File: config.mk
export PLATFORM = sky130hd
export DESIGN_NAME = rc4_stream_cipher
export DESIGN_NICKNAME = d
export VERILOG_FILES = /design/src/sv/rc4_pkg.sv /design/src/sv/rc4_sbox.sv /design/src/sv/rc4_ctrl.sv /design/src/sv/rc4_stream_cipher.sv
export VERILOG_INCLUDE_DIRS = /design/src /design/src/sv
export SDC_FILE = /design/constraint.sdc
export NUM_CORES = 2
export LEC_CHECK = 0
export ABC_AREA = 1
export BUFFER_PORTS_ARGS = -buffer_cell sky130_fd_sc_hd__buf_2
export CORE_MARGIN = 2
export CORE_UTILIZATION = 55
export DETAILED_ROUTE_END_ITERATION = 10
export MAX_ROUTING_LAYER = met4
export PLACE_DENSITY = 0.74
export SLEW_MARGIN = 20
export SYNTH_ARGS = -nofsm -noshare
export SYNTH_HDL_FRONTEND = slang
export SYNTH_HIERARCHICAL = 1
export SYNTH_SLANG_ARGS = --single-unit
File: constraint.sdc
create_clock -name i_clk -period 12.8 [get_ports i_clk]
set_clock_uncertainty 0.05 [all_clocks]
set_input_delay 0.64 -clock i_clk [delete_from_list [all_inputs] [get_ports i_clk]]
set_output_delay 0.64 -clock i_clk [all_outputs]
set_load 0.02 [all_outputs]
File: src/sv/rc4_stream_cipher_macros.svh
// ----------------------------------------------------------------------------
// rc4 stream cipher assertion macros
// shared concurrent assertion forms, clocked on i_clk, off during reset
// ----------------------------------------------------------------------------
`ifndef RC4_STREAM_CIPHER_MACROS_SVH
`define RC4_STREAM_CIPHER_MACROS_SVH

// consequent checked in the same cycle as the antecedent
`define RC4_ASSERT_SAME(lbl, ante, cons, msg) \
    lbl: assert property (@(posedge i_clk) disable iff (!i_rst_n) \
        (ante) |-> (cons)) else $error(msg);

// consequent checked in the cycle after the antecedent
`define RC4_ASSERT_NEXT(lbl, ante, cons, msg) \
    lbl: assert property (@(posedge i_clk) disable iff (!i_rst_n) \
        (ante) |=> (cons)) else $error(msg);

`endif

File: src/sv/rc4_pkg.sv
// ----------------------------------------------------------------------------
// rc4_pkg
// constants and types shared by the rc4 stream cipher modules
// ----------------------------------------------------------------------------
package rc4_pkg;

    localparam int KEY_BYTES   = 16;
    localparam int KEY_IDX_W   = 4;
    localparam int KEY_LEN_W   = 5;
    localparam int PERM_DEPTH  = 256;
    localparam int PERM_AW     = 8;

    // register indexes on the configuration port
    localparam logic [1:0] REG_KEY_LOW  = 2'd0;
    localparam logic [1:0] REG_KEY_HIGH = 2'd1;
    localparam logic [1:0] REG_KEY_LEN  = 2'd2;

    localparam logic [KEY_LEN_W-1:0] KEY_LEN_RESET = 5'd16;

    // one request to the permutation memory per cycle: a clear, a write and a read
    typedef struct packed {
        logic               clr;
        logic               we;
        logic [PERM_AW-1:0] waddr;
        logic [7:0]         wdata;
        logic [PERM_AW-1:0] raddr;
    } t_mem_req;

endpackage

File: src/sv/rc4_sbox.sv
// ----------------------------------------------------------------------------
// rc4_sbox
// permutation memory, one write and one registered read per cycle; entries
// with a clear valid bit read as their own address (identity permutation)
// ----------------------------------------------------------------------------
module rc4_sbox
    import rc4_pkg::*;
(
    input  logic        i_clk,
    input  logic        i_rst_n,
    input  t_mem_req    i_req,
    output logic [7:0]  o_rdata
);

    logic [7:0]            r_mem [PERM_DEPTH];
    logic [PERM_DEPTH-1:0] r_valid;
    logic [7:0]            r_rd_data;
    logic [PERM_AW-1:0]    r_rd_addr;
    logic                  r_rd_valid;

    always_ff @(posedge i_clk) begin
        if (i_req.we) begin
            r_mem[i_req.waddr] <= i_req.wdata;
        end
        r_rd_data <= r_mem[i_req.raddr];
        r_rd_addr <= i_req.raddr;
    end

    always_ff @(posedge i_clk) begin
        if (!i_rst_n) begin
            r_valid    <= '0;
            r_rd_valid <= 1'b0;
        end else begin
            r_rd_valid <= r_valid[i_req.raddr];
            if (i_req.clr) begin
                r_valid <= '0;
            end else if (i_req.we) begin
                r_valid[i_req.waddr] <= 1'b1;
            end
        end
    end

    assign o_rdata = r_rd_valid ? r_rd_data : r_rd_addr;

endmodule

File: src/sv/rc4_ctrl.sv
// ----------------------------------------------------------------------------
// rc4_ctrl
// sequencer for key schedule and keystream steps around one shared
// three-input byte adder and the permutation memory port
// ----------------------------------------------------------------------------
`include "rc4_stream_cipher_macros.svh"

module rc4_ctrl
    import rc4_pkg::*;
(
    input  logic                  i_clk,
    input  logic                  i_rst_n,
    input  logic                  i_in_valid,
    input  logic [7:0]            i_data_byte,
    input  logic                  i_new_message,
    output logic                  o_in_stall,
    input  logic [63:0]           i_key_low,
    input  logic [63:0]           i_key_high,
    input  logic [KEY_LEN_W-1:0]  i_key_len,
    input  logic [7:0]            i_rdata,
    output t_mem_req              o_mem_req,
    input  logic                  i_out_free,
    output logic                  o_res_load,
    output logic [7:0]            o_res_byte
);

    typedef enum logic [9:0] {
        ST_IDLE  = 10'b00_0000_0001,
        KS_INIT  = 10'b00_0000_0010,
        KS_RDK   = 10'b00_0000_0100,
        KS_RDJ   = 10'b00_0000_1000,
        KS_WRJ   = 10'b00_0001_0000,
        KS_WRK   = 10'b00_0010_0000,
        ST_RDI   = 10'b00_0100_0000,
        ST_RDJ   = 10'b00_1000_0000,
        ST_SWAP  = 10'b01_0000_0000,
        ST_WRI   = 10'b10_0000_0000
    } t_state;

    // finished word waits in r_res until the output register is free
    t_state                r_state, n_state;
    logic                  r_res_pend, n_res_pend;
    logic [7:0]            r_i, n_i;
    logic [7:0]            r_j, n_j;
    logic [7:0]            r_k, n_k;
    logic [KEY_IDX_W-1:0]  r_kidx, n_kidx;
    logic [7:0]            r_sa, n_sa;
    logic [7:0]            r_sb, n_sb;
    logic [7:0]            r_data, n_data;
    logic                  r_hit_i, n_hit_i;
    logic                  r_hit_j, n_hit_j;
    logic [7:0]            r_res, n_res;

    logic [7:0]            alu_a, alu_b, alu_c, alu_sum;
    logic [KEY_LEN_W-1:0]  len_eff;
    logic [127:0]          key_all;
    logic [7:0]            key_byte;
    logic [7:0]            ks_byte;
    logic                  accept;
    logic                  new_msg_acc;
    logic                  ks_last;
    logic                  ks_idx_clear;

    // clamp key length to 1..KEY_BYTES
    always_comb begin
        if (i_key_len == '0) begin
            len_eff = KEY_LEN_W'(1);
        end else if (i_key_len > KEY_LEN_W'(KEY_BYTES)) begin
            len_eff = KEY_LEN_W'(KEY_BYTES);
        end else begin
            len_eff = i_key_len;
        end
    end

    assign key_all  = {i_key_high, i_key_low};
    assign key_byte = key_all[{r_kidx, 3'b000} +: 8];

    // shared adder
    assign alu_sum = alu_a + alu_b + alu_c;

    assign accept     = i_in_valid && !o_in_stall;
    assign o_in_stall = (r_state != ST_IDLE) || r_res_pend;
    assign o_res_byte = r_res;
    assign o_res_load = r_res_pend && i_out_free;

    always_comb begin
        if (r_hit_i) begin
            ks_byte = r_sb;
        end else if (r_hit_j) begin
            ks_byte = r_sa;
        end else begin
            ks_byte = i_rdata;
        end
    end

    always_comb begin
        n_state    = r_state;
        n_res_pend = r_res_pend;
        n_i        = r_i;
        n_j        = r_j;
        n_k        = r_k;
        n_kidx     = r_kidx;
        n_sa       = r_sa;
        n_sb       = r_sb;
        n_data     = r_data;
        n_hit_i    = r_hit_i;
        n_hit_j    = r_hit_j;
        n_res      = r_res;
        alu_a      = '0;
        alu_b      = '0;
        alu_c      = '0;
        o_mem_req  = '0;

        if (o_res_load) begin
            n_res_pend = 1'b0;
        end

        case (r_state)
            ST_IDLE: begin
                if (accept) begin
                    n_data  = i_data_byte;
                    n_state = i_new_message ? KS_INIT : ST_RDI;
                end
            end
            KS_INIT: begin
                o_mem_req.clr = 1'b1;
                n_k     = '0;
                n_kidx  = '0;
                n_j     = '0;
                n_state = KS_RDK;
            end
            KS_RDK: begin
                o_mem_req.raddr = r_k;
                n_state = KS_RDJ;
            end
            KS_RDJ: begin
                alu_a = r_j;
                alu_b = i_rdata;
                alu_c = key_byte;
                n_sa  = i_rdata;
                n_j   = alu_sum;
                o_mem_req.raddr = alu_sum;
                n_state = KS_WRJ;
            end
            KS_WRJ: begin
                o_mem_req.we    = 1'b1;
                o_mem_req.waddr = r_j;
                o_mem_req.wdata = r_sa;
                n_sb    = i_rdata;
                n_state = KS_WRK;
            end
            KS_WRK: begin
                o_mem_req.we    = 1'b1;
                o_mem_req.waddr = r_k;
                o_mem_req.wdata = r_sb;
                n_k = r_k + 8'd1;
                if ({1'b0, r_kidx} == len_eff - KEY_LEN_W'(1)) begin
                    n_kidx = '0;
                end else begin
                    n_kidx = r_kidx + KEY_IDX_W'(1);
                end
                if (r_k == 8'hFF) begin
                    n_i     = '0;
                    n_j     = '0;
                    n_state = ST_RDI;
                end else begin
                    n_state = KS_RDK;
                end
            end
            ST_RDI: begin
                alu_a = r_i;
                alu_b = 8'd1;
                n_i   = alu_sum;
                o_mem_req.raddr = alu_sum;
                n_state = ST_RDJ;
            end
            ST_RDJ: begin
                alu_a = r_j;
                alu_b = i_rdata;
                n_sa  = i_rdata;
                n_j   = alu_sum;
                o_mem_req.raddr = alu_sum;
                n_state = ST_SWAP;
            end
            ST_SWAP: begin
                // write S[j], read S[t]; swapped entries are bypassed next cycle
                alu_a = r_sa;
                alu_b = i_rdata;
                n_sb  = i_rdata;
                o_mem_req.we    = 1'b1;
                o_mem_req.waddr = r_j;
                o_mem_req.wdata = r_sa;
                o_mem_req.raddr = alu_sum;
                n_hit_i = (alu_sum == r_i);
                n_hit_j = (alu_sum == r_j);
                n_state = ST_WRI;
            end
            ST_WRI: begin
                o_mem_req.we    = 1'b1;
                o_mem_req.waddr = r_i;
                o_mem_req.wdata = r_sb;
                n_res      = r_data ^ ks_byte;
                n_res_pend = 1'b1;
                n_state    = ST_IDLE;
            end
            default: begin
                n_state = ST_IDLE;
            end
        endcase
    end

    always_ff @(posedge i_clk) begin
        if (!i_rst_n) begin
            r_state    <= ST_IDLE;
            r_res_pend <= 1'b0;
            r_i        <= '0;
            r_j        <= '0;
        end else begin
            r_state    <= n_state;
            r_res_pend <= n_res_pend;
            r_i        <= n_i;
            r_j        <= n_j;
        end
    end

    always_ff @(posedge i_clk) begin
        r_k     <= n_k;
        r_kidx  <= n_kidx;
        r_sa    <= n_sa;
        r_sb    <= n_sb;
        r_data  <= n_data;
        r_hit_i <= n_hit_i;
        r_hit_j <= n_hit_j;
        r_res   <= n_res;
    end

    assign new_msg_acc  = accept && i_new_message;
    assign ks_last      = (r_state == KS_WRK) && (r_k == 8'hFF);
    assign ks_idx_clear = (r_state == ST_RDI) && (r_i == 8'd0) && (r_j == 8'd0);

    `RC4_ASSERT_SAME(a_no_clr_and_write, o_mem_req.clr, !o_mem_req.we, "clear with write")
    `RC4_ASSERT_NEXT(a_new_msg_schedules, new_msg_acc, r_state == KS_INIT, "no key schedule")
    `RC4_ASSERT_NEXT(a_ks_end_indices, ks_last, ks_idx_clear, "indices not cleared")
    `RC4_ASSERT_NEXT(a_result_pending, r_state == ST_WRI, r_res_pend, "result lost")

endmodule

File: src/sv/rc4_stream_cipher.sv
// ----------------------------------------------------------------------------
// rc4_stream_cipher
// a word is accepted only when idle with no result pending; new_message first
// clears the memory, then runs 256 key steps that each read and write S[k]
// and S[j]; the single permutation memory port bounds the rate
// reset: synchronous, clears i and j, key words, handshake state, and
// valid bits so the permutation reads as identity at once (no clearing pass)
// ----------------------------------------------------------------------------
module rc4_stream_cipher
    import rc4_pkg::*;
(
    input  logic        i_clk,
    input  logic        i_rst_n,
    input  logic        i_in_valid,
    output logic        o_in_stall,
    input  logic [7:0]  i_data_byte,
    input  logic        i_new_message,
    output logic        o_out_valid,
    input  logic        i_out_stall,
    output logic [7:0]  o_result_byte,
    input  logic        psel,
    input  logic        penable,
    input  logic        pwrite,
    input  logic [4:0]  paddr,
    input  logic [63:0] pwdata,
    output logic [63:0] prdata,
    output logic        pready
);

    logic [63:0]          r_key_low;
    logic [63:0]          r_key_high;
    logic [KEY_LEN_W-1:0] r_key_len;
    logic                 r_out_valid;
    logic [7:0]           r_out_byte;

    t_mem_req             mem_req;
    logic [7:0]           mem_rdata;
    logic                 out_free;
    logic                 res_load;
    logic [7:0]           res_byte;
    logic                 cfg_wr;
    logic [1:0]           cfg_idx;

    assign pready  = 1'b1;
    assign cfg_idx = paddr[4:3];
    assign cfg_wr  = psel && penable && pwrite && pready;

    always_ff @(posedge i_clk) begin
        if (!i_rst_n) begin
            r_key_low  <= '0;
            r_key_high <= '0;
            r_key_len  <= KEY_LEN_RESET;
        end else if (cfg_wr) begin
            case (cfg_idx)
                REG_KEY_LOW:  r_key_low  <= pwdata;
                REG_KEY_HIGH: r_key_high <= pwdata;
                REG_KEY_LEN:  r_key_len  <= pwdata[KEY_LEN_W-1:0];
                default: begin
                end
            endcase
        end
    end

    always_comb begin
        case (cfg_idx)
            REG_KEY_LOW:  prdata = r_key_low;
            REG_KEY_HIGH: prdata = r_key_high;
            REG_KEY_LEN:  prdata = {{(64-KEY_LEN_W){1'b0}}, r_key_len};
            default:      prdata = '0;
        endcase
    end

    // output word register
    assign out_free = !r_out_valid || !i_out_stall;

    always_ff @(posedge i_clk) begin
        if (!i_rst_n) begin
            r_out_valid <= 1'b0;
        end else if (res_load) begin
            r_out_valid <= 1'b1;
        end else if (!i_out_stall) begin
            r_out_valid <= 1'b0;
        end
    end

    always_ff @(posedge i_clk) begin
        if (res_load) begin
            r_out_byte <= res_byte;
        end
    end

    assign o_out_valid   = r_out_valid;
    assign o_result_byte = r_out_byte;

    rc4_ctrl u_ctrl (
        .i_clk         (i_clk),
        .i_rst_n       (i_rst_n),
        .i_in_valid    (i_in_valid),
        .i_data_byte   (i_data_byte),
        .i_new_message (i_new_message),
        .o_in_stall    (o_in_stall),
        .i_key_low     (r_key_low),
        .i_key_high    (r_key_high),
        .i_key_len     (r_key_len),
        .i_rdata       (mem_rdata),
        .o_mem_req     (mem_req),
        .i_out_free    (out_free),
        .o_res_load    (res_load),
        .o_res_byte    (res_byte)
    );

    rc4_sbox u_sbox (
        .i_clk   (i_clk),
        .i_rst_n (i_rst_n),
        .i_req   (mem_req),
        .o_rdata (mem_rdata)
    );

endmodule

==> flow_summary_export.csv <==
group,metric,value,unit
run_status,outcome,"completed",
routing,vias_per_cell,6.02,
setup_path,kind_of_end_point_of_the_critical_path,"register",
synthesis,post_synth_instance_area,106000,um2
synthesis,synth_compound_area_frac,0.0204,
synthesis,synth_xor_xnor_area_share,0.00198,
synthesis,synthesis.instances,10100,
setup_path,timing_worst_setup_path_type,"register to register",
clock_tree,ctsRootBufferMaster,"sky130_fd_sc_hd__clkbuf_16",
setup_path,crit_fanout,61,
power_and_ir_drop,sequential_cell_fraction_of_total_power,0.538,
final_layout,postLayoutCellArea,116000,um2
timing,report.final.hold_viol_count,0,
timing,finalSetupTns,0,ps
synthesis,ys_top_cells_by_area,"sky130_fd_sc_hd__edfxtp_1 (59%), sky130_fd_sc_hd__nand3_1 (11%), sky130_fd_sc_hd__nand2_1 (9.3%)",
final_layout,finalNonFillerCells,12700,
grt,global_route_wire_length_before_repair,427000,um
place,detailed_place.area,107000,um2
routing,post_drt_wl_per_cell,22.5,um
final_layout,area_growth,9.12,%
synthesis,synth_cell_types,57,
clock_tree,insertion_delay,890,ps
clock_tree,tritoncts_num_sinks,2536,
synthesis,postSynthRegisterBits,2536,
timing,timing.fmax,0.124,GHz
setup_path,data_arrival_time_of_the_critical_path,8790,ps
synthesis,yosys_warnings,6,
synthesis,synth-main-ff-cell,"sky130_fd_sc_hd__edfxtp_1",
routing,routed_wl,284000,um
die,std_cell_rows,161,
synthesis,synth_mux_area_frac,0.000849,
routing,length_of_the_first_detailed_routing_pass_in_iterations,7,
timing,final.min_clock_period,8080,ps
synthesis,yosys.area.top_type_share,0.595,
timing,report.final.setup_viol,0,
power_and_ir_drop,power.internal,13100,uW
synthesis,synth_top_family_by_area,"simple AND/OR/NAND/NOR gates",
clock_tree,cts_setup_buffers,0,
setup_path,cp.required,13510,ps
power_and_ir_drop,power_frac_comb,0.019,
timing,layout_worst_path_cycle_share,0.632,
synthesis,synth_adder_area_share,0.00257,
synthesis,synth_enable_flop_cells,2102,
die,die_area,196000,um2
synthesis,synth_area_leader_cell,"sky130_fd_sc_hd__edfxtp_1",
clock_tree,clk_path_buf_depth,3,
clock_tree,cts_made_buffers,236,
timing,worst_slew_margin_rel,0.179,
synthesis,synthesis.area_per_instance,10.5,um2
grt,grt_pass1_vias,71600,
die,chipWidth,443,um
run,max_cap_violations,0,
synthesis,synth_async_sr_flop_share,0,
power_and_ir_drop,total_switching_power,3350,uW
grt,grt_use_total,0.291,
timing,timing.final.max_slew_violations,0,
power_and_ir_drop,cellPowerDensity,142,nW/um2
routing,drtAntennaViolNets,0,
synthesis,synth_nets,10200,
routing,drc,0,
die,num_io_pins,160,
timing,final.hold.worst_slack,61.2,ps
clock_tree,tritoncts,"built",
setup_path,crit_path_start_kind,"register",
timing,grt_setup_unrepaired,"no",
final_layout,share_of_post_route_cells_with_drive_strength_above_1,0.0719,
power_and_ir_drop,peakVddDrop,0.000119,V
timing,worstMarginPinSlew,1230,ps
clock_tree,cts_max_level,4,
grt,grt_max_degree,240,
place,placedCellCount,12200,
routing,vias,76200,
power_and_ir_drop,clock_power_share,0.443,
final_layout,num-nets-final,10000,
min_path,timing.hold.worst.class,"input pin to register",
power_and_ir_drop,standby_leakage_power,0.0396,uW
die,chipHeight,443,um
power_and_ir_drop,switching_share_of_power,0.204,
final_layout,layout.cells.most_common_list,"sky130_fd_sc_hd__nand2_1 (2616), sky130_fd_sc_hd__nand3_1 (2395), sky130_fd_sc_hd__edfxtp_1 (2102), sky130_fd_sc_hd__nor2_1 (1140), sky130_fd_sc_hd__dfxtp_1 (434)",
grt,antenna_found_initial,7,
place,finalWeightedCongestion,0.918,
place,hpwl,156000,um
grt,grt_overflow,0,
die,initial_utilization,0.552,
final_layout,mostFrequentLayoutCell,"sky130_fd_sc_hd__nand2_1",
clock_tree,path_clk_slew,70,ps
place,port-buffer-count,155,
synthesis,synth_sequential_area_ratio,0.677,
die,floorplan.core_area,192000,um2
synthesis,synth_simple_gate_area_share,0.251,
routing,drt_iter0_markers,10200,
-- path summary, 6_finish.rpt --
kind	cells past startpoint	startpoint	slack (ps)	endpoint
worst max-delay path	22	u_ctrl/r_kidx[0]	4720	u_sbox/r_rd_valid
worst min-delay path	5	pwdata[56]	60	r_key_low[56]
worst max register to register	22	u_ctrl/r_kidx[0]	4720	u_sbox/r_rd_valid
worst min register to register	0	u_ctrl/o_res_byte[3]	370	o_result_byte[3]
-- kinds of logic after synthesis --
group | Yosys count
AND/OR/NAND/NOR | 6224
multiplexers | 8
buffers and inverters | 937
AO/OA/AOI/OAI | 329
flip-flops | 2536
adder cells (fa/ha/maj) | 17
other | 1
XOR/XNOR | 24
-- per-stage QoR --
step | util | total power [uW] | setup slack, ps
6_report | 0.602 | 16400 | 4720
5_1_grt | 0.602 | 16800 | 4480
4_1_cts | 0.602 | 16500 | 4900
3_5_place_dp | 0.559 | 9320 | 4900
3_3_place_gp | 0.559 | 9310 | 5060
2_1_floorplan | - | 9230 | -701
-- timing repair --
action                    in CTS  in global routing
gates resized for setup        0                  0
hold buffers                  10                  0
hold endpoints to repair      11                  0
-- flip-flops by register name (all words and copies together), names as in the netlist, 4 cells and up --
name,cells
u_sbox/r_mem,2048
u_sbox/r_valid,256
r_key_high,64
r_key_low,64
u_ctrl/r_state,10
o_result_byte,8
u_ctrl/o_res_byte,8
u_ctrl/r_data,8
u_ctrl/r_i,8
u_ctrl/r_j,8
u_ctrl/r_k,8
u_ctrl/r_sa,8
u_ctrl/r_sb,8
u_sbox/r_rd_addr,8
u_sbox/r_rd_data,8
r_key_len,5
u_ctrl/r_kidx,4
-- area by class of cell --
cell class / count / area [um2]
clock inverter: 114 / 1490
multi-input combinational: 6603 / 29600
inverter: 272 / 1050
sequential: 2536 / 71800
fill: 15000 / 76400
timing repair buffer: 267 / 1870
antenna: 10 / 25.0
clock buffer: 337 / 6740
tap: 2526 / 3160
-- per-layer routing --
metal,share of wire,global-route usage
met1,0.38,0.379
met2,0.47,0.449
met3,0.11,0.0519
met4,0.047,0.131
met5,0,-
-- power groups by stage --
stage / registers, uW / logic, uW / clock network [uW]
global placement: 9020 / 294 / 0
finish: 8840 / 308 / 7280
global route: 8840 / 333 / 7670
detailed placement: 9020 / 299 / 0
floorplan: 9010 / 216 / 0
CTS: 8840 / 304 / 7340
-- Yosys cell counts (all sizes together), types with 20 or more instances --
cell,instances
o221ai,35
buf,539
a22o,63
nand2,2631
a21oi,113
edfxtp,2102
nand3,2401
nor2,1160
clkbuf,126
o21ai,70
inv,267
dfxtp,434
o22ai,20
-- critical path: stages (launching register included) --
cell and delay (ps):
sky130_fd_sc_hd__edfxtp_1 400, sky130_fd_sc_hd__inv_2 480, sky130_fd_sc_hd__nand2_2 570, sky130_fd_sc_hd__o221ai_1 490, sky130_fd_sc_hd__a21oi_1 150, sky130_fd_sc_hd__o311ai_0 680, sky130_fd_sc_hd__fa_1 530, sky130_fd_sc_hd__inv_1 60
sky130_fd_sc_hd__ha_1 170, sky130_fd_sc_hd__inv_1 60, sky130_fd_sc_hd__fa_1 380, sky130_fd_sc_hd__nand2_1 80, sky130_fd_sc_hd__nand2_1 160, sky130_fd_sc_hd__o22ai_4 760, sky130_fd_sc_hd__buf_4 710, sky130_fd_sc_hd__buf_4 830
sky130_fd_sc_hd__nand3_1 150, sky130_fd_sc_hd__nand3_1 180, sky130_fd_sc_hd__nand3_1 230, sky130_fd_sc_hd__nand2_1 140, sky130_fd_sc_hd__nor2_1 80, sky130_fd_sc_hd__nor2_1 420, sky130_fd_sc_hd__nor2_1 100
(Power assumes the default switching activity.)
